## src/hdl/svla_pkg.sv

```systemverilog
package svla_pkg;

  // Fixed-point format of every signed operand
  localparam int FRAC_BITS = 14;
  localparam int ONE       = 2 ** FRAC_BITS;

  // Datapath widths; all but the accumulator sum widths derive from the 16-bit operand fields
  localparam int DOT_W  = 33;                           // sum of three 16x16 products
  localparam int SH_W   = DOT_W - FRAC_BITS;            // dot product after the shift
  localparam int D_W    = ((SH_W > 16) ? SH_W : 16) + 1; // plus bias
  localparam int GP_W   = D_W + 16;                     // d times gain
  localparam int GS_W   = GP_W - FRAC_BITS;             // gain product after the shift
  localparam int F_W    = FRAC_BITS + 2;                // factor clamped to [-ONE, ONE]
  localparam int CP_W   = F_W + 16;                     // factor times color
  localparam int TERM_W = CP_W - FRAC_BITS;             // color term after the shift
  localparam int SUM_W  = 24;
  localparam int ACC_W  = SUM_W + 1;

  localparam int SUM_MAX = 2 ** (SUM_W - 1) - 1;
  localparam int SUM_MIN = -(2 ** (SUM_W - 1));

  localparam logic [14:0] ALPHA_RESET = 15'd16384;

  localparam int QUEUE_DEPTH = 4;

  typedef enum logic [2:0] {
    CFG_NORMAL_X      = 3'd0,
    CFG_NORMAL_Y      = 3'd1,
    CFG_NORMAL_Z      = 3'd2,
    CFG_AMBIENT_RED   = 3'd3,
    CFG_AMBIENT_GREEN = 3'd4,
    CFG_AMBIENT_BLUE  = 3'd5,
    CFG_AMBIENT_ALPHA = 3'd6
  } cfg_reg_t;

  typedef struct packed {
    logic               light_present;
    logic signed [15:0] dir_x;
    logic signed [15:0] dir_y;
    logic signed [15:0] dir_z;
    logic signed [15:0] bias;
    logic signed [15:0] lit_gain;
    logic signed [15:0] shade_gain;
    logic signed [15:0] light_red;
    logic signed [15:0] light_green;
    logic signed [15:0] light_blue;
    logic               uses_ambient;
    logic               last_light;
  } light_req_t;

  typedef struct packed {
    logic [7:0] out_red;
    logic [7:0] out_green;
    logic [7:0] out_blue;
    logic [7:0] out_alpha;
  } color_req_t;

  // One classified light between the front and the back
  typedef struct packed {
    logic                light_present;
    logic                uses_ambient;
    logic                last_light;
    logic signed [D_W-1:0] d;
    logic signed [15:0]  gain;
    logic signed [15:0]  light_red;
    logic signed [15:0]  light_green;
    logic signed [15:0]  light_blue;
  } queue_entry_t;

endpackage

```

## src/hdl/svla_front.sv

```systemverilog
module svla_front (
  input  logic                   clk,
  input  logic                   rst,
  input  logic signed [15:0]     normal_x,
  input  logic signed [15:0]     normal_y,
  input  logic signed [15:0]     normal_z,
  input  logic                   light_valid,
  output logic                   light_stall,
  input  svla_pkg::light_req_t   light,
  input  logic                   full,
  output logic                   push,
  output svla_pkg::queue_entry_t push_entry
);

  localparam int FRAC_BITS = svla_pkg::FRAC_BITS;
  localparam int DOT_W     = svla_pkg::DOT_W;
  localparam int SH_W      = svla_pkg::SH_W;
  localparam int D_W       = svla_pkg::D_W;

  logic                   advance;
  logic                   s1_valid;
  svla_pkg::light_req_t   s1_req;
  logic signed [31:0]     s1_px;
  logic signed [31:0]     s1_py;
  logic signed [31:0]     s1_pz;
  logic                   s2_valid;
  svla_pkg::queue_entry_t s2_entry;
  svla_pkg::queue_entry_t entry_next;
  logic signed [DOT_W-1:0] dot;
  logic signed [SH_W-1:0]  dot_sh;
  logic signed [D_W-1:0]   d;

  assign advance     = !s2_valid || !full;
  assign light_stall = !advance;
  assign push        = s2_valid && !full;
  assign push_entry  = s2_entry;

  // Sum the products, drop the fraction, add the bias and pick the gain side
  always_comb begin
    dot    = DOT_W'(s1_px) + DOT_W'(s1_py) + DOT_W'(s1_pz);
    dot_sh = dot[DOT_W-1:FRAC_BITS];
    d      = D_W'(dot_sh) + D_W'(s1_req.bias);
    entry_next.light_present = s1_req.light_present;
    entry_next.uses_ambient  = s1_req.uses_ambient;
    entry_next.last_light    = s1_req.last_light;
    entry_next.d             = d;
    entry_next.gain          = (d > 0) ? s1_req.lit_gain : s1_req.shade_gain;
    entry_next.light_red     = s1_req.light_red;
    entry_next.light_green   = s1_req.light_green;
    entry_next.light_blue    = s1_req.light_blue;
  end

  always_ff @(posedge clk) begin
    if (rst) begin
      s1_valid <= 1'b0;
      s2_valid <= 1'b0;
    end else if (advance) begin
      s1_valid <= light_valid;
      s2_valid <= s1_valid;
    end
  end

  always_ff @(posedge clk) begin
    if (advance) begin
      s1_req   <= light;
      s1_px    <= normal_x * $signed(light.dir_x);
      s1_py    <= normal_y * $signed(light.dir_y);
      s1_pz    <= normal_z * $signed(light.dir_z);
      s2_entry <= entry_next;
    end
  end

endmodule

```

## config.mk

```make
export PLATFORM = sky130hd
export DESIGN_NAME = svla_front
export DESIGN_NICKNAME = d
export VERILOG_FILES = /design/src/hdl/svla_pkg.sv /design/src/hdl/svla_front.sv
export SDC_FILE = /design/constraint.sdc
export NUM_CORES = 2
export LEC_CHECK = 0
export BUFFER_PORTS_ARGS = -buffer_cell sky130_fd_sc_hd__buf_2
export CAP_MARGIN = 15
export CELL_PAD_IN_SITES_DETAIL_PLACEMENT = 1
export CELL_PAD_IN_SITES_GLOBAL_PLACEMENT = 2
export CORE_MARGIN = 4
export CORE_UTILIZATION = 42
export CTS_BUF_LIST = sky130_fd_sc_hd__clkbuf_2 sky130_fd_sc_hd__clkbuf_4 sky130_fd_sc_hd__clkbuf_8
export DETAILED_ROUTE_END_ITERATION = 6
export GPL_TIMING_DRIVEN = 0
export PLACE_DENSITY = 0.94
export SYNTH_ARGS = -nofsm -noshare
export SYNTH_HDL_FRONTEND = slang
export SYNTH_SLANG_ARGS = --single-unit
```

## constraint.sdc

```tcl
create_clock -name clk -period 10.25 [get_ports clk]
set_input_delay 1.5375 -clock clk [delete_from_list [all_inputs] [get_ports clk]]
set_output_delay 1.5375 -clock clk [all_outputs]
set_load 0.01 [all_outputs]
```

==> impl_metrics.tcl <==
set metrics [dict create \
    rows 114 \
    wl_met1_um 46500 \
    grt_first_pass_wirelength_um 181000 \
    finalHoldViolations 0 \
    grt_max_degree 77 \
    synth_edf_count 282 \
    yosys_most_used_dff "edfxtp_1" \
    holdBufCountCts 0 \
    drc 0 \
    ys_seq_elements 284 \
    crit_fanout 10 \
    clk_pin_slew_ps 60 \
    synth_cell_type_count 73 \
    yosysWarnings 0 \
    cp_top_family "adder cells" \
    fin_crit_sh_pct 85.2 \
    max_cap_viol_count 0 \
    maxSlewViolCount 0 \
    synthCells 3895 \
    relSlewSlack_pct 43.3 \
    setup_viol 0 \
    die_h_um 320 \
    syn_area_per_cell_um2 10.5 \
    dieArea_um2 102000 \
    max_stage_delay_ps 730 \
    placeableCoreArea_um2 96700 \
    vias 28500 \
    grt_remaining_overflow 0 \
    required_ps 10570 \
    nNetsFinal 5549 \
    end_kind "flop" \
    worst_setup_path_start_kind "input port" \
    yosys.area.top_type "fa_1" \
    htree_levels 2 \
    cp.arrival_ps 9050 \
    cts_tree "built" \
    met3_length_um 7390 \
    top_layer "met5" \
    hold_slack_ps 408 \
    path_cells "buf_2 > clkbuf_1 > nand2_1 > fa_1 > inv_1 > fa_1 > inv_1 > fa_1 > inv_1 > fa_1 > fa_1 > inv_1 > fa_1 > inv_1 > ha_1 > a21o_1 > a21o_1 > a21o_1 > a311o_1 > o31a_1 > o32ai_1 > o21ai_0 > a21oi_1 > xnor2_1" \
    viasPerCell 5.14 \
    antenna_left 0 \
    status "finished clean" \
    setup_tns_ps 0 \
    numCtsBuffers 47 \
    dr.pass1.iters 5 \
    cts_setup_buffers 0 \
    ios 288 \
    cts.sinks 284 \
    worst_pin_slew_ps 840 \
    critPathKind "in2reg" \
    port_buffers 287 \
    drt_iter0_drc 1404 \
    worstRegToRegCells 23 \
    dp.cells 5462 \
    holdPathStages 0 \
    synth_nets 5209 \
    synthTopCellsByArea "fa_1 40%, edfxtp_1 21%, ha_1 9.1%" \
    netlist.area_leader.share_pct 40.0 \
    route.met2.wl_um 57300 \
    synth.cell_area_um2 40900 \
    grt_usage_pct 22.7 \
    clock_latency_ps 590 \
    grt_pass1_vias 32700 \
    clock-skew-final_ps 21.5 \
    areaGrowthSynthToFinish_pct 10.2 \
    cp_slowest_cell "o32ai_1" \
    fmax_mhz 115 \
    critPathBufInv 7 \
    die_w_um 320 \
    synthArstFlopShare_pct 0 \
    final_cell_count_no_fill 5550 \
    gp_congestion 0.905 \
    period_minus_slack_ps 8730 \
    avgRoutedWirePerCell_um 20.8 \
    cpMostUsedCell "fa_1" \
    antenna_found_initial 6 \
    ctsResizeCount 0 \
    cp.depth 24 \
    drt-total-wl_um 115000 \
    rsz0062_at_grt "false" \
    cts_root_buffer "clkbuf_8" \
    drive_above_1_share_pct 9.64 \
    hold_path.class "reg2reg" \
    yosysSeqAreaShare_pct 20.8 \
    start_util_pct 42.3 \
    place_hpwl_um 98300 \
    cts.path.max_buffers 3 \
]
[per-layer routing]
layer,up-vias,GRT usage [%]
met4,4,7.58
met1,14800,28.8
met5,-,0
met2,909,39.5
li1,12600,-
met3,227,3.99
[per-stage QoR]
step,util [%],instance area (um^2),worst slack [ps]
after floorplan,-,40900,326
after global placement,45.4,43900,-2700
after detailed placement,45.5,44000,1020
after CTS,46.6,45100,1660
after global routing,46.6,45100,1350
final,46.6,45100,1520
[worst paths after layout]
kind	start	to	slack (ps)
setup / recovery	light[105]	s1_pz[31]	1520
hold / removal	entry_next[22]	push_entry[22]	410
hold reg to reg	entry_next[22]	push_entry[22]	410
setup reg to reg	s1_px[13]	push_entry[60]	2710
[cell families (layout without fill, tap and decap cells)]
family | count (synthesis) | count (layout) | synth area share [%]
mux | 17 | 17 | 0.557
xor+xnor | 133 | 133 | 2.85
buf+inv | 1045 | 1423 | 9.64
compound gates | 336 | 336 | 5.50
simple gates | 965 | 965 | 11.5
other cells | 0 | 1 | 0
flops | 284 | 284 | 20.8
fa+ha+maj | 1115 | 1115 | 49.1
[final cells by class]
type                            instances  area [um^2]
Buffer                                101          398
Clock inverter                         21          214
Clock buffer                           66          827
Sequential cell                       284         8510
Tap cell                             1276         1600
Timing Repair Buffer                  291         1540
Fill cell                           10900        51600
Multi-Input combinational cell       2566        28500
Antenna cell                            1         2.50
Inverter                              944         3540
[synthesized netlist by cell type (all sizes together), types with 30 or more instances]
library cell / n
ha: 297
nand2: 439
a21o: 46
xnor2: 99
xor2: 34
a21oi: 96
o21ai: 59
inv: 943
fa: 818
o21a: 30
clkbuf: 96
edfxtp: 282
and2: 330
nor2: 74
[cells in the final DEF, fill, tap and decap left out, types with 11 or more instances in the layout]
master / instances
nor3_1: 19
o21bai_1: 16
clkbuf_4: 13
o21a_1: 30
clkbuf_8: 53
and3_1: 12
clkbuf_1: 96
inv_1: 943
a211oi_1: 14
a21o_1: 46
ha_1: 297
xnor2_1: 99
o21ai_0: 59
and2_1: 329
nand2b_1: 28
clkinv_1: 12
fa_1: 818
a21oi_1: 93
xor2_1: 34
nor2_1: 74
nand2_1: 438
nor2b_1: 11
edfxtp_1: 282
buf_2: 287
nand3_1: 22
[sequential cells by signal (all words and copies together), names as in the netlist]
| register | flops |
|---|---|
| s1_pz | 32 |
| s2_valid | 1 |
| s1_req | 48 |
| push_entry | 87 |
| s1_valid | 1 |
| s1_px | 32 |
| s1_py | 32 |
| entry_next | 51 |
Power is not shown: default switching activity piles up to over one toggle a cycle in this logic, so the estimate is an artifact.
