`config.mk`:
```
export PLATFORM = sky130hd
export DESIGN_NAME = svla_queue
export DESIGN_NICKNAME = d
export VERILOG_FILES = /design/src/hdl/svla_pkg.sv /design/src/hdl/svla_queue.sv
export SDC_FILE = /design/constraint.sdc
export NUM_CORES = 1
export LEC_CHECK = 0
export BUFFER_PORTS_ARGS = -buffer_cell sky130_fd_sc_hd__clkbuf_2
export CORE_ASPECT_RATIO = 0.8
export CORE_MARGIN = 4
export CORE_UTILIZATION = 35
export CTS_BUF_LIST = sky130_fd_sc_hd__clkbuf_8
export DETAILED_ROUTE_END_ITERATION = 6
export GPL_ROUTABILITY_DRIVEN = 1
export SYNTH_ARGS = -nofsm -noshare
export SYNTH_HDL_FRONTEND = slang
export SYNTH_SLANG_ARGS = --single-unit
```
`constraint.sdc`:
```
create_clock -name clk -period 7.11 [get_ports clk]
set_input_delay 2.133 -clock clk [delete_from_list [all_inputs] [get_ports clk]]
set_output_delay 2.133 -clock clk [all_outputs]
set_load 0.02 [all_outputs]
```
`src/hdl/svla_pkg.sv`:
```
package svla_pkg;

  // Fixed-point format of every signed operand
  localparam int FRAC_BITS = 14;
  localparam int ONE       = 2 ** FRAC_BITS;

  // Datapath widths; all but the accumulator sum widths derive from the 16-bit operand fields
  localparam int DOT_W  = 33;                           // sum of three 16x16 products
  localparam int SH_W   = DOT_W - FRAC_BITS;            // dot product after the shift
  localparam int D_W    = ((SH_W > 16) ? SH_W : 16) + 1; // plus bias
  localparam int GP_W   = D_W + 16;                     // d times gain
  localparam int GS_W   = GP_W - FRAC_BITS;             // gain product after the shift
  localparam int F_W    = FRAC_BITS + 2;                // factor clamped to [-ONE, ONE]
  localparam int CP_W   = F_W + 16;                     // factor times color
  localparam int TERM_W = CP_W - FRAC_BITS;             // color term after the shift
  localparam int SUM_W  = 24;
  localparam int ACC_W  = SUM_W + 1;

  localparam int SUM_MAX = 2 ** (SUM_W - 1) - 1;
  localparam int SUM_MIN = -(2 ** (SUM_W - 1));

  localparam logic [14:0] ALPHA_RESET = 15'd16384;

  localparam int QUEUE_DEPTH = 4;

  typedef enum logic [2:0] {
    CFG_NORMAL_X      = 3'd0,
    CFG_NORMAL_Y      = 3'd1,
    CFG_NORMAL_Z      = 3'd2,
    CFG_AMBIENT_RED   = 3'd3,
    CFG_AMBIENT_GREEN = 3'd4,
    CFG_AMBIENT_BLUE  = 3'd5,
    CFG_AMBIENT_ALPHA = 3'd6
  } cfg_reg_t;

  typedef struct packed {
    logic               light_present;
    logic signed [15:0] dir_x;
    logic signed [15:0] dir_y;
    logic signed [15:0] dir_z;
    logic signed [15:0] bias;
    logic signed [15:0] lit_gain;
    logic signed [15:0] shade_gain;
    logic signed [15:0] light_red;
    logic signed [15:0] light_green;
    logic signed [15:0] light_blue;
    logic               uses_ambient;
    logic               last_light;
  } light_req_t;

  typedef struct packed {
    logic [7:0] out_red;
    logic [7:0] out_green;
    logic [7:0] out_blue;
    logic [7:0] out_alpha;
  } color_req_t;

  // One classified light between the front and the back
  typedef struct packed {
    logic                light_present;
    logic                uses_ambient;
    logic                last_light;
    logic signed [D_W-1:0] d;
    logic signed [15:0]  gain;
    logic signed [15:0]  light_red;
    logic signed [15:0]  light_green;
    logic signed [15:0]  light_blue;
  } queue_entry_t;

endpackage

```
`src/hdl/svla_queue.sv`:
```
module svla_queue #(
  parameter int DEPTH = svla_pkg::QUEUE_DEPTH
) (
  input  logic                   clk,
  input  logic                   rst,
  input  logic                   push,
  input  svla_pkg::queue_entry_t push_entry,
  input  logic                   pop,
  output svla_pkg::queue_entry_t pop_entry,
  output logic                   full,
  output logic                   empty
);

  localparam int PTR_W = (DEPTH > 1) ? $clog2(DEPTH) : 1;
  localparam int CNT_W = $clog2(DEPTH + 1);

  svla_pkg::queue_entry_t slots [DEPTH];
  logic [PTR_W-1:0] wr_ptr;
  logic [PTR_W-1:0] rd_ptr;
  logic [CNT_W-1:0] count;

  assign full      = (count == CNT_W'(DEPTH));
  assign empty     = (count == '0);
  assign pop_entry = slots[rd_ptr];

  always_ff @(posedge clk) begin
    if (rst) begin
      wr_ptr <= '0;
      rd_ptr <= '0;
      count  <= '0;
    end else begin
      if (push) begin
        wr_ptr <= (wr_ptr == PTR_W'(DEPTH - 1)) ? '0 : wr_ptr + 1'b1;
      end
      if (pop) begin
        rd_ptr <= (rd_ptr == PTR_W'(DEPTH - 1)) ? '0 : rd_ptr + 1'b1;
      end
      if (push && !pop) begin
        count <= count + 1'b1;
      end else if (pop && !push) begin
        count <= count - 1'b1;
      end
    end
  end

  always_ff @(posedge clk) begin
    if (push) begin
      slots[wr_ptr] <= push_entry;
    end
  end

  assert property (@(posedge clk) disable iff (rst) push |-> !full)
    else $error("queue written while full");
  assert property (@(posedge clk) disable iff (rst) pop |-> !empty)
    else $error("queue read while empty");
  assert property (@(posedge clk) disable iff (rst) (push && !pop) |=> !empty)
    else $error("queue lost a written entry");

endmodule

```
==> metrics.txt, run 1 <==
DRC Markers=0; largest net degree at the start of global routing=62; PortBufs=179; Area growth, synth to finish=18.37%; combinational share of power=9.5%; Slew headroom=31.82%; cts bufs inserted=55; DIE WIDTH=223.4 um; fillers=3166; clk_skew=0.01455 ns; Leak=0.005209 uW; Final Core Density=42.37%; GRT Overall Usage=12.22%; top cells by count, synth=edfxtp_1 (348), mux4_2 (87), buf_2 (10); IO Count=180; clk_lat worst skew=0.58 ns; Post-Synthesis Cells=499; Synthesis Warnings=0; clock share of power=34.4%; Worst-path clk slew=0.06 ns; crit path time final=4.845 ns; worst min path class=flip-flop to flip-flop; Die Ht=180.3 um; GP Congestion=0.6848; Setup CP Type=flip-flop to output pin; Iter 0 DRT Violations=315; WP data required=4.98 ns; number of global-route vias before repair=6463; Peak VDD IR=0.1606 mV; max-cap viol count=0; Hold Crit Depth=2; RSZ-0062 raised after global routing=no; setup violators final=0; fmax=206.4 MHz; clk buf depth=3; DR WL/cell=20.00 um; most frequent cell after synthesis=edfxtp_1; gr ovfl total=0; dpl hpwl=14240 um; CTS tree=done; final wirelength=24790 um; average size of a mapped cell=26.04 sq um; fin crit share=68.14%; Synth async-reset ratio=0%; first-pass GRT wire length=38110 um; post-CTS sizing=0; CP arrival=2.71 ns; switching component of the power=1031 uW; Starting Density=35.79%; fraction of layout instances using a drive strength above 1=45.18%; Via density=4.776; Post-CTS Hold Buffers=0; post-synthesis sequential area ratio=81.80%; Int Power=3351 uW; worst slew pin tran=1.023 ns; Sink Count=357; final hold violations=0; #FFs+latches synth=357; CP Capture Type=output pin; root buffer cell=clkbuf_8; Yosys top cell by area=edfxtp_1; Top FF cell, synth=edfxtp_1; DIE AREA=0.04029 sq mm; initial antenna violation count=2; Layout Nets=819; H-tree depth=2; row count=62; Yosys top cell area share=80.42%; Core Area=0.03630 sq mm; largest cells by area after synthesis=edfxtp_1 (80%), mux4_2 (15%), dfxtp_1 (1.4%); PwrDens=284.9 mW/mm^2; CP max FO=49; DR vias=5918; power share of the sequential group=56.0%; Setup Fix Bufs, Post-CTS=0; Net Sw Frac=23.53%; Final Max Slew Viols=0; post-route ant nets=0; CP startpoint kind=flip-flop; mapped cell area=0.01299 sq mm; status=finished clean; Fin Setup TNS=0 ns; number of flops mapped to enable cells by yosys=348; path depth of the worst reg2reg path=3; First-pass DRT Iterations=4; Net Count, Synth=597; post-synth cell types=20
flip-flops by register name, summed over array words and instances, names as in the netlist, named ones only:
signal  count
slots     348
wr_ptr      2
count       3
rd_ptr      2
cell families after synthesis:
group	share of synthesized area [%]
DFF	81.80
muxes	15.39
buffers and inverters	1.232
and+or+nand+nor	0.5969
adders and majority gates	0.7317
AOI/OAI and AO/OA	0.1155
xor gates and xnor gates	0.1348
layout make-up:
class	instances	area, sq um	share of cell area, %
clock inverters	36	171.4	1.114
diodes	2	5.005	0.03254
flip-flops and latches	357	10640	69.16
clock buffers	57	784.5	5.100
inverters	4	15.01	0.09761
well taps	480	600.6	3.904
multi-input cells	118	2215	14.40
repair buffers	185	953.4	6.198
final timing paths:
path | startpoint | end | slack [ns]
max | flip-flop | pop_entry[6] | 2.27
min | count[2]$_SDFFE_PP0P_ | count[2]$_SDFFE_PP0P_ | 0.50
max reg2reg | wr_ptr[0]$_SDFFE_PP0P_ | slots[3][38]$_DFFE_PP_ | 4.79
min reg2reg | count[2]$_SDFFE_PP0P_ | count[2]$_SDFFE_PP0P_ | 0.50
cells in the final DEF, fill, tap and decap left out, types with 4 or more instances in the layout:
| cell type | netlist | routed |
|---|---|---|
| inv_1 | 4 | 18 |
| nor2_1 | 7 | 7 |
| dfxtp_1 | 9 | 7 |
| and2_4 | 0 | 4 |
| clkinv_2 | 0 | 5 |
| ha_1 | 6 | 6 |
| clkbuf_2 | 0 | 179 |
| buf_4 | 0 | 5 |
| clkinv_1 | 0 | 15 |
| mux4_2 | 87 | 87 |
| edfxtp_1 | 348 | 348 |
| clkbuf_8 | 0 | 57 |
| mux2i_1 | 4 | 4 |
worst max-delay path, cell delays in order (launching register included):
cell and delay, ns:
dfxtp_4 0.88, buf_12 0.45, mux4_2 0.57, clkbuf_2 0.19
through the flow:
step | instances | hold WS, ns | worst slack, ns | instance area [sq um] | total power, uW
floorplan | 499 | 0.4603 | 2.503 | 13000 | 2762
global placement | 1144 | 0.4781 | 2.723 | 14420 | 2923
detailed placement | 1144 | 0.4913 | 2.727 | 14420 | 2931
CTS | 1237 | 0.5006 | 2.078 | 15380 | 4460
global route | 1237 | 0.5390 | 1.955 | 15380 | 4588
finish | 1239 | 0.4990 | 2.265 | 15380 | 4382
power by group through the flow:
stage                     clock network, uW  logic, uW  registers, uW
after floorplan                           0        284           2480
after global placement                    0        424           2500
after detailed placement                  0        429           2500
after CTS                              1570        431           2460
after global routing                   1670        453           2470
final                                  1510        418           2460
per-layer routing:
layer	wire length [um]	up-vias	global-route usage (%)	part of all wire, %
met5	17	-	0	0.069
met4	532	2	3.623	2.1
met3	2195	55	4.886	8.9
met2	11490	175	19.05	46
met1	10550	3093	15.97	43
li1	-	2593	-	-
(Power assumes the default switching activity.)
==> inputs of run 2 (changes only) <==
- clock period: 7.11 -> 4 ns (I/O delays scaled with it)
==> run 2 against run 1 <==
Net effect: clock-buffer cell count did not move; cell count rose by 0.81%; non-clock buffer count rose by 9; critical path depth did not move; wire length rose by 1.9%; sequential share of layout area fell by 0.87 points; critical endpoint is now pop_entry[52]; first-iteration DRC count rose by 2.2%; global-route usage rose by 0.29 points; clock power rose by 82%; sequential cell count did not move.
==> metrics.txt, run 2 (same netlist as run 1, synthesis figures left out) <==
reg2reg setup slack=2.21 ns (-2.58 ns); CTS tree=done; dpl hpwl=15190 um (+6.7%); fmax=283.1 MHz; status=finished clean; GRT Overall Usage=12.51% (+0.29 points); antenna cells=0 (-2); RR Endpoint=slots[0][40]$_DFFE_PP_; final wirelength=25250 um (+1.9%); max-cap viol count=0 (unchanged); gr ovfl total=0 (unchanged); final hold violations=0 (unchanged); Total Power=7888 uW (+80%); Setup CP Type=flip-flop to output pin; clk_skew=0.006850 ns (-0.007703 ns); row count=62 (unchanged); PortBufs=179 (unchanged); crit path time final=3.533 ns; fin crit share=88.32%; Final Max Slew Viols=0 (unchanged); Setup Fix Bufs, Post-CTS=0 (unchanged); post-CTS sizing=0 (unchanged); path depth of the worst reg2reg path=4 (+1); Iter 0 DRT Violations=322 (+2.2%); Hold Worst Slack=0.5064 ns (+0.007402 ns); CP arrival=2.33 ns (-0.38 ns); WP data required=2.80 ns (-2.18 ns); Leak=0.005317 uW (+2.1%); CP startpoint kind=flip-flop; clk buf depth=3 (unchanged); Die Ht=180.3 um (unchanged); Post-CTS Hold Buffers=0 (unchanged); RSZ-0062 raised after global routing=no; DIE AREA=0.04029 sq mm (unchanged); DR WL/cell=20.21 um (+1.0%); biggest regs=slots (348), count (3); post-route ant nets=0 (unchanged); leading cell type in the layout, fill and taps excluded=edfxtp_1; Slew headroom=60.75% (+29 points); DR vias=5899 (-0.32%); fillers=3158 (-0.25%); PwrDens=506.4 mW/mm^2 (+78%); largest net degree at the start of global routing=88 (+42%); cts bufs inserted=55 (unchanged); HP Start=count[2]$_SDFFE_PP0P_; max reg flops=348 (unchanged); CP Capture Type=output pin; number of global-route vias before repair=6465 (+0.031%); Largest Register=slots; Final Core Density=42.91% (+0.54 points); most frequent cells in the layout=edfxtp_1 (348), clkbuf_2 (179), mux4_2 (87); DIE WIDTH=223.4 um (unchanged); Worst-path clk slew=0.06 ns (about the same); Peak VDD IR=0.3466 mV (+120%); GP Congestion=0.6722 (-1.8%); IO Count=180 (unchanged); DRC Markers=0 (unchanged); Starting Density=35.79% (unchanged); Fin Setup TNS=0 ns (unchanged); worst min path class=flip-flop to flip-flop; WHS Endpoint=count[2]$_SDFFE_PP0P_; fraction of layout instances using a drive strength above 1=45.51% (+0.34 points); First-pass DRT Iterations=4 (unchanged); setup violators final=0 (unchanged); Layout Nets=828 (+1.1%); root buffer cell=clkbuf_8; initial antenna violation count=1 (-1); CP max FO=25 (-49%); Sink Count=357 (unchanged); Area growth, synth to finish=19.87%; reg2reg start=wr_ptr[0]$_SDFFE_PP0P_; Via density=4.723 (-1.1%); Core Area=0.03630 sq mm (unchanged); first-pass GRT wire length=39030 um (+2.4%); clk_lat worst skew=0.57 ns (about the same); worst slew pin tran=0.5887 ns (-0.4340 ns); Hold Crit Depth=2 (unchanged); H-tree depth=2 (unchanged)
==> run 2: area by class of cell <==
type	instances	area, sq um	share of cell area (%)
sequential	357	10640	68.29
multi-input combinational	118	2215	14.22
timing repair buffer	194	1121	7.197
clock buffer	57	784.5	5.036
tap	480	600.6	3.855
clock inverter	39	203.9	1.309
inverter	4	15.01	0.09639
==> run 2: layer usage <==
| layer | routed length [um] | GRT usage, % | vias up |
|---|---|---|---|
| met1 | 10700 | 16.49 | 3049 |
| li1 | - | - | 2615 |
| met3 | 1940 | 3.990 | 46 |
| met4 | 505 | 3.426 | 0 |
| met2 | 12100 | 20.24 | 189 |
| met5 | 0 | 0 | - |
==> run 2: metrics by stage <==
| stage | instances | area, sq um | worst slack (ns) |
|---|---|---|---|
| global placement | 1153 | 14590 | 1.002 |
| global route | 1249 | 15580 | 0.2859 |
| detailed placement | 1153 | 14590 | 0.9904 |
| finish | 1249 | 15580 | 0.4672 |
| CTS | 1249 | 15580 | 0.3508 |
| floorplan | 499 | 13000 | 0.3260 |
==> run 2: how the worst max path moves through the flow <==
| stage | end | slack [ns] | cells past startpoint |
|---|---|---|---|
| finish | pop_entry[52] | 0.47 | 3 |
| global route | pop_entry[52] | 0.29 | 3 |
| CTS | pop_entry[52] | 0.35 | 3 |
| detailed placement | pop_entry[52] | 0.99 | 3 |
| global placement | pop_entry[52] | 1.00 | 3 |
| floorplan | slots[0][0]$_DFFE_PP_ | 0.33 | 1 |
==> run 2: where the power goes <==
| part | internal, uW | switching [uW] | total [uW] | leakage [uW] |
|---|---|---|---|---|
| Clock | 1440 | 1320 | 2750 | 0.000577 |
| Sequential | 4290 | 61.3 | 4350 | 0.00327 |
| Combinational | 322 | 465 | 787 | 0.00147 |
| Total | 6040 | 1850 | 7890 | 0.00532 |
==> run 2: critical path, cell delays in order (launching register included) <==
cell      delay (ns)
dfxtp_4         0.73
buf_12          0.28
mux4_2          0.55
clkbuf_2        0.18
