## src/hdl/svla_pkg.sv

```systemverilog
package svla_pkg;

  // Fixed-point format of every signed operand
  localparam int FRAC_BITS = 14;
  localparam int ONE       = 2 ** FRAC_BITS;

  // Datapath widths; all but the accumulator sum widths derive from the 16-bit operand fields
  localparam int DOT_W  = 33;                           // sum of three 16x16 products
  localparam int SH_W   = DOT_W - FRAC_BITS;            // dot product after the shift
  localparam int D_W    = ((SH_W > 16) ? SH_W : 16) + 1; // plus bias
  localparam int GP_W   = D_W + 16;                     // d times gain
  localparam int GS_W   = GP_W - FRAC_BITS;             // gain product after the shift
  localparam int F_W    = FRAC_BITS + 2;                // factor clamped to [-ONE, ONE]
  localparam int CP_W   = F_W + 16;                     // factor times color
  localparam int TERM_W = CP_W - FRAC_BITS;             // color term after the shift
  localparam int SUM_W  = 24;
  localparam int ACC_W  = SUM_W + 1;

  localparam int SUM_MAX = 2 ** (SUM_W - 1) - 1;
  localparam int SUM_MIN = -(2 ** (SUM_W - 1));

  localparam logic [14:0] ALPHA_RESET = 15'd16384;

  localparam int QUEUE_DEPTH = 4;

  typedef enum logic [2:0] {
    CFG_NORMAL_X      = 3'd0,
    CFG_NORMAL_Y      = 3'd1,
    CFG_NORMAL_Z      = 3'd2,
    CFG_AMBIENT_RED   = 3'd3,
    CFG_AMBIENT_GREEN = 3'd4,
    CFG_AMBIENT_BLUE  = 3'd5,
    CFG_AMBIENT_ALPHA = 3'd6
  } cfg_reg_t;

  typedef struct packed {
    logic               light_present;
    logic signed [15:0] dir_x;
    logic signed [15:0] dir_y;
    logic signed [15:0] dir_z;
    logic signed [15:0] bias;
    logic signed [15:0] lit_gain;
    logic signed [15:0] shade_gain;
    logic signed [15:0] light_red;
    logic signed [15:0] light_green;
    logic signed [15:0] light_blue;
    logic               uses_ambient;
    logic               last_light;
  } light_req_t;

  typedef struct packed {
    logic [7:0] out_red;
    logic [7:0] out_green;
    logic [7:0] out_blue;
    logic [7:0] out_alpha;
  } color_req_t;

  // One classified light between the front and the back
  typedef struct packed {
    logic                light_present;
    logic                uses_ambient;
    logic                last_light;
    logic signed [D_W-1:0] d;
    logic signed [15:0]  gain;
    logic signed [15:0]  light_red;
    logic signed [15:0]  light_green;
    logic signed [15:0]  light_blue;
  } queue_entry_t;

endpackage

```

## src/hdl/svla_back.sv

```systemverilog
module svla_back (
  input  logic                   clk,
  input  logic                   rst,
  input  logic signed [15:0]     ambient_red,
  input  logic signed [15:0]     ambient_green,
  input  logic signed [15:0]     ambient_blue,
  input  logic [14:0]            ambient_alpha,
  input  logic                   empty,
  input  svla_pkg::queue_entry_t pop_entry,
  output logic                   pop,
  output logic                   color_valid,
  input  logic                   color_stall,
  output svla_pkg::color_req_t   color
);

  localparam int FRAC_BITS = svla_pkg::FRAC_BITS;
  localparam int ONE       = svla_pkg::ONE;
  localparam int GP_W      = svla_pkg::GP_W;
  localparam int GS_W      = svla_pkg::GS_W;
  localparam int F_W       = svla_pkg::F_W;
  localparam int CP_W      = svla_pkg::CP_W;
  localparam int TERM_W    = svla_pkg::TERM_W;
  localparam int SUM_W     = svla_pkg::SUM_W;
  localparam int ACC_W     = svla_pkg::ACC_W;
  localparam int SUM_MAX   = svla_pkg::SUM_MAX;
  localparam int SUM_MIN   = svla_pkg::SUM_MIN;
  localparam int BYTE_W    = FRAC_BITS + 9;

  function automatic logic signed [SUM_W-1:0] sat_add(
    input logic signed [SUM_W-1:0]  a,
    input logic signed [TERM_W-1:0] b
  );
    logic signed [ACC_W-1:0] s;
    s = ACC_W'(a) + ACC_W'(b);
    if (s > SUM_MAX) begin
      return SUM_W'(SUM_MAX);
    end else if (s < SUM_MIN) begin
      return SUM_W'(SUM_MIN);
    end
    return s[SUM_W-1:0];
  endfunction

  // Clamp to [0, ONE] and scale by 255, truncating
  function automatic logic [7:0] to_byte(input logic signed [ACC_W-1:0] v);
    logic [FRAC_BITS:0]  c;
    logic [BYTE_W-1:0]   m;
    if (v < 0) begin
      c = '0;
    end else if (v > ONE) begin
      c = (FRAC_BITS + 1)'(ONE);
    end else begin
      c = v[FRAC_BITS:0];
    end
    m = {c, 8'b0} - BYTE_W'(c);
    return m[FRAC_BITS+7:FRAC_BITS];
  endfunction

  logic back_en;

  // Stage 1: d times gain
  logic                    b1_valid;
  logic                    b1_present;
  logic                    b1_uses_ambient;
  logic                    b1_last;
  logic signed [GP_W-1:0]  b1_gp;
  logic signed [15:0]      b1_col [3];

  // Stage 2: clamped factor times each color
  logic                    b2_valid;
  logic                    b2_present;
  logic                    b2_uses_ambient;
  logic                    b2_last;
  logic signed [CP_W-1:0]  b2_prod [3];
  logic signed [GS_W-1:0]  gs;
  logic signed [F_W-1:0]   f;

  // Stage 3: accumulate, and snapshot the sums on the last light
  logic signed [SUM_W-1:0] amb_sum  [3];
  logic signed [SUM_W-1:0] ext_sum  [3];
  logic signed [SUM_W-1:0] amb_next [3];
  logic signed [SUM_W-1:0] ext_next [3];
  logic signed [TERM_W-1:0] term    [3];
  logic                    snap_valid;
  logic signed [SUM_W-1:0] snap_amb [3];
  logic signed [SUM_W-1:0] snap_ext [3];

  // Stage 4: final color
  logic signed [15:0]      amb_floor [3];
  logic signed [SUM_W-1:0] floored   [3];
  logic signed [ACC_W-1:0] total     [3];
  svla_pkg::color_req_t    color_next;

  assign back_en = !color_valid || !color_stall;
  assign pop     = back_en && !empty;

  always_comb begin
    gs = b1_gp[GP_W-1:FRAC_BITS];
    if (gs > ONE) begin
      f = F_W'(ONE);
    end else if (gs < -ONE) begin
      f = F_W'(-ONE);
    end else begin
      f = gs[F_W-1:0];
    end
  end

  always_comb begin
    for (int k = 0; k < 3; k++) begin
      term[k]     = b2_prod[k][CP_W-1:FRAC_BITS];
      amb_next[k] = amb_sum[k];
      ext_next[k] = ext_sum[k];
      if (b2_valid && b2_present) begin
        if (b2_uses_ambient) begin
          amb_next[k] = sat_add(amb_sum[k], term[k]);
        end else begin
          ext_next[k] = sat_add(ext_sum[k], term[k]);
        end
      end
    end
  end

  always_comb begin
    amb_floor[0] = ambient_red;
    amb_floor[1] = ambient_green;
    amb_floor[2] = ambient_blue;
    for (int k = 0; k < 3; k++) begin
      floored[k] = (snap_amb[k] < amb_floor[k]) ? SUM_W'(amb_floor[k]) : snap_amb[k];
      total[k]   = ACC_W'(floored[k]) + ACC_W'(snap_ext[k]);
    end
    color_next.out_red   = to_byte(total[0]);
    color_next.out_green = to_byte(total[1]);
    color_next.out_blue  = to_byte(total[2]);
    color_next.out_alpha = to_byte($signed(ACC_W'(ambient_alpha)));
  end

  always_ff @(posedge clk) begin
    if (rst) begin
      b1_valid    <= 1'b0;
      b2_valid    <= 1'b0;
      snap_valid  <= 1'b0;
      color_valid <= 1'b0;
      for (int k = 0; k < 3; k++) begin
        amb_sum[k] <= '0;
        ext_sum[k] <= '0;
      end
    end else if (back_en) begin
      b1_valid    <= !empty;
      b2_valid    <= b1_valid;
      snap_valid  <= b2_valid && b2_last;
      color_valid <= snap_valid;
      for (int k = 0; k < 3; k++) begin
        if (b2_valid && b2_last) begin
          amb_sum[k] <= '0;
          ext_sum[k] <= '0;
        end else begin
          amb_sum[k] <= amb_next[k];
          ext_sum[k] <= ext_next[k];
        end
      end
    end
  end

  always_ff @(posedge clk) begin
    if (back_en) begin
      b1_present      <= pop_entry.light_present;
      b1_uses_ambient <= pop_entry.uses_ambient;
      b1_last         <= pop_entry.last_light;
      b1_gp           <= pop_entry.d * pop_entry.gain;
      b1_col[0]       <= pop_entry.light_red;
      b1_col[1]       <= pop_entry.light_green;
      b1_col[2]       <= pop_entry.light_blue;
      b2_present      <= b1_present;
      b2_uses_ambient <= b1_uses_ambient;
      b2_last         <= b1_last;
      for (int k = 0; k < 3; k++) begin
        b2_prod[k]  <= f * b1_col[k];
        snap_amb[k] <= amb_next[k];
        snap_ext[k] <= ext_next[k];
      end
      if (snap_valid) begin
        color <= color_next;
      end
    end
  end

  assert property (@(posedge clk) disable iff (rst)
    (back_en && b2_valid && b2_last) |=> snap_valid)
    else $error("last light did not reach the snapshot");
  assert property (@(posedge clk) disable iff (rst)
    (back_en && b2_valid && b2_last) |=> (amb_sum[0] == '0 && ext_sum[0] == '0))
    else $error("sums not cleared after a vertex");
  assert property (@(posedge clk) disable iff (rst)
    (back_en && snap_valid) |=> color_valid)
    else $error("snapshot dropped before the output register");

endmodule

```

## config.mk

```make
export PLATFORM = sky130hd
export DESIGN_NAME = svla_back
export DESIGN_NICKNAME = d
export VERILOG_FILES = /design/src/hdl/svla_pkg.sv /design/src/hdl/svla_back.sv
export SDC_FILE = /design/constraint.sdc
export NUM_CORES = 2
export LEC_CHECK = 0
export ABC_CLOCK_PERIOD_IN_PS = 20500
export BUFFER_PORTS_ARGS = -buffer_cell sky130_fd_sc_hd__buf_4
export CAP_MARGIN = 20
export CELL_PAD_IN_SITES_DETAIL_PLACEMENT = 1
export CELL_PAD_IN_SITES_GLOBAL_PLACEMENT = 2
export CORE_MARGIN = 1
export CORE_UTILIZATION = 40
export DETAILED_ROUTE_END_ITERATION = 8
export GPL_ROUTABILITY_DRIVEN = 0
export PLACE_DENSITY_LB_ADDON = 0.1
export SLEW_MARGIN = 20
export SYNTH_ARGS = -nofsm -noshare
export SYNTH_HDL_FRONTEND = slang
export SYNTH_SLANG_ARGS = --single-unit
```

## constraint.sdc

```tcl
create_clock -name clk -period 20.5 [get_ports clk]
set_input_delay 1.025 -clock clk [delete_from_list [all_inputs] [get_ports clk]]
set_output_delay 1.025 -clock clk [all_outputs]
set_load 0.05 [all_outputs]
```

==> impl_metrics.json <==
{
  "drive_above_1_share_pct": 6.28,
  "grt_first_pass_wirelength_um": 342000,
  "synth_nets": 9482,
  "synthesis.area_per_instance_um2": 9.44,
  "globalRouteOverflowTotal": 0,
  "fin_nets": 9462,
  "timing.fmax_mhz": 101,
  "floorplan.die.height_um": 425,
  "clock_tree.htree_level_count": 2,
  "initial_drc_count": 2677,
  "synth_enable_flop_cells": 450,
  "drv_cap": 0,
  "finalCritPeriodShare_pct": 48.4,
  "netlist_top_cells_area": "sky130_fd_sc_hd__fa_1 31%, sky130_fd_sc_hd__edfxtp_1 19%, sky130_fd_sc_hd__ha_1 11%",
  "remaining_drc_errors": 0,
  "placed_cell_area_mm2": 0.0752,
  "run_status": "completed",
  "vias_in_the_first_global_route": 59300,
  "period_needed_ns": 9.92,
  "numCtsBuffers": 58,
  "worst_path_setup_slack_after_routing_ns": 10.58,
  "finalInstanceArea_mm2": 0.0773,
  "yosys_register_bits": 454,
  "synth_seq_area_share_pct": 19.0,
  "tritoncts": "built",
  "layout.cells.most_common_list": "1271 x sky130_fd_sc_hd__inv_1, 1109 x sky130_fd_sc_hd__fa_1, 952 x sky130_fd_sc_hd__nand2_1",
  "via_per_inst": 5.38,
  "synth_top_area_cell": "sky130_fd_sc_hd__fa_1",
  "grt_usage_pct": 24.3,
  "synth_flop_cell": "sky130_fd_sc_hd__edfxtp_1",
  "cp_data_arrival_time_ns": 10.32,
  "final_common_cell": "sky130_fd_sc_hd__inv_1",
  "setup-tns-final_ns": 0,
  "cts_sinks": 454,
  "post_synth_inst_count": 7586,
  "timing.final.setup_violations": 0,
  "path_common_cell": "sky130_fd_sc_hd__fa_1",
  "async_flop_share_pct": 0,
  "r2r_setup_slack_ns": 10.58,
  "drv_slew": 0,
  "timing_worst_setup_path_type": "flip-flop to flip-flop",
  "netlist-cell-type-count": 95,
  "netlist.area_leader.share_pct": 31.0,
  "grt_start_max_net_pins": 116,
  "critPathMaxFanout": 114,
  "min-delay-path-class": "flip-flop to flip-flop",
  "post_synthesis_instance_area_mm2": 0.0716,
  "die-width_um": 425,
  "cp-end-kind": "flip-flop",
  "cts_resized": 0,
  "synthToLayoutAreaGrowth_pct": 7.89,
  "firstDrtPassIters": 5,
  "floorplan.initialDensity_pct": 40.4,
  "report.final.hold_viol_count": 0,
  "hpwlAfterDp_um": 173000,
  "clk-insertion-delay-late_ns": 0.71,
  "die_area_mm2": 0.181,
  "postRouteAntennaNets": 0,
  "unrepaired_setup_endpoints_after_global_routing": "false",
  "yosys_warnings": 0,
  "clockRootBuffer": "sky130_fd_sc_hd__clkbuf_16",
  "cts_buffer_depth": 3,
  "max_slew_margin_pct": 28.4,
  "post_cts_setup_driven_buffer_insertion_count": 0,
  "numPortBuffers": 187,
  "drt_wl_total_um": 217000,
  "finalClockSkew_ns": 0.0534,
  "std_cell_rows": 154,
  "tightestPinTransition_ns": 1.06,
  "avgRoutedWirePerCell_um": 21.8,
  "ctsHoldBuffers": 0,
  "highest_delay_cell_along_the_critical_path": "sky130_fd_sc_hd__and2_2",
  "via_count": 53600,
  "post-place-ws_ns": 10.51,
  "core_area_mm2": 0.177,
  "type_of_element_launching_the_critical_path": "flip-flop",
  "crit_path_required_time_ns": 20.90,
  "cts.reportedPaths.clkPinSlew_ns": 0.07,
  "max_stage_delay_ns": 0.85,
  "grt_antenna_before_repair": 13,
  "boundaryPins": 188
}
-- final cells by class --
cell class | instances | area [um^2]
well taps | 2340 | 2930
clock buffers | 58 | 1450
inverters | 1272 | 4780
repair buffers | 243 | 1820
multi-input cells | 5537 | 52100
flip-flops and latches | 454 | 13600
fillers | 20100 | 99800
diodes | 5 | 12.5
clock inverters | 49 | 564
-- state kept, by name, summed over array words and instances (netlist names), 22 cells and up --
name	count
b1_gp	22
b2_prod	54
b1_col	48
snap_ext	72
color	32
ext_sum	72
snap_amb	72
amb_sum	72
-- per-stage QoR --
step / cells / hold WS, ns / utilization [%]
after floorplan: 7586 / 0.400 / -
after global placement: 9846 / 0.402 / 42.5
after detailed placement: 9846 / 0.406 / 42.5
after CTS: 9953 / 0.405 / 43.6
after global routing: 9953 / 0.427 / 43.6
final: 9958 / 0.422 / 43.6
-- cells in the mapped netlist, drive strengths merged, types with 23 or more instances --
cell type	n
nor2	284
nand4	35
mux2	72
o21bai	49
a31oi	42
nor3	94
o21ai	286
nand2	953
o211ai	26
nor4	23
a21oi	325
fa	1109
xor2	86
a211oi	47
clkbuf	309
and2	247
o21a	49
edfxtp	450
ha	633
o22ai	53
nor2b	54
nand3	74
xnor2	185
nand2b	68
inv	1272
o31ai	52
a21o	141
and3	302
-- kinds of logic after synthesis --
kind of cell | share of synthesized area (%)
and+or+nand+nor | 14.9
adders and majority gates | 42.1
buffers and inverters | 8.39
AOI/OAI and AO/OA | 11.0
DFF | 19.0
xor gates and xnor gates | 3.31
muxes | 1.29
-- worst max-delay path: cells and delay by family, from the launching register on --
family,cells,cell delay [ns]
and+or+nand+nor,6,2.06
AOI/OAI and AO/OA,10,2.22
adders and majority gates,7,3.11
buffers and inverters,7,1.46
DFF,1,0.77
-- layer usage --
layer | wire length (um) | vias to the layer above | track usage, %
met4 | 6940 | 2 | 7.39
li1 | - | 24800 | -
met5 | 13 | - | 0
met1 | 97400 | 27600 | 32.4
met2 | 105000 | 900 | 41.7
met3 | 7500 | 271 | 2.37
-- worst paths after layout --
| kind | cells after the start | startpoint | endpoint |
|---|---|---|---|
| max | 30 | b1_gp[19] | b2_prod[0][95] |
| min | 0 | b1_uses_ambient | b2_uses_ambient |
| max reg2reg | 30 | b1_gp[19] | b2_prod[0][95] |
| min reg2reg | 0 | b1_uses_ambient | b2_uses_ambient |
Power is left out: the tool's default activity adds up to more than one toggle a clock period on the data nets, which glitch-free logic cannot reach.
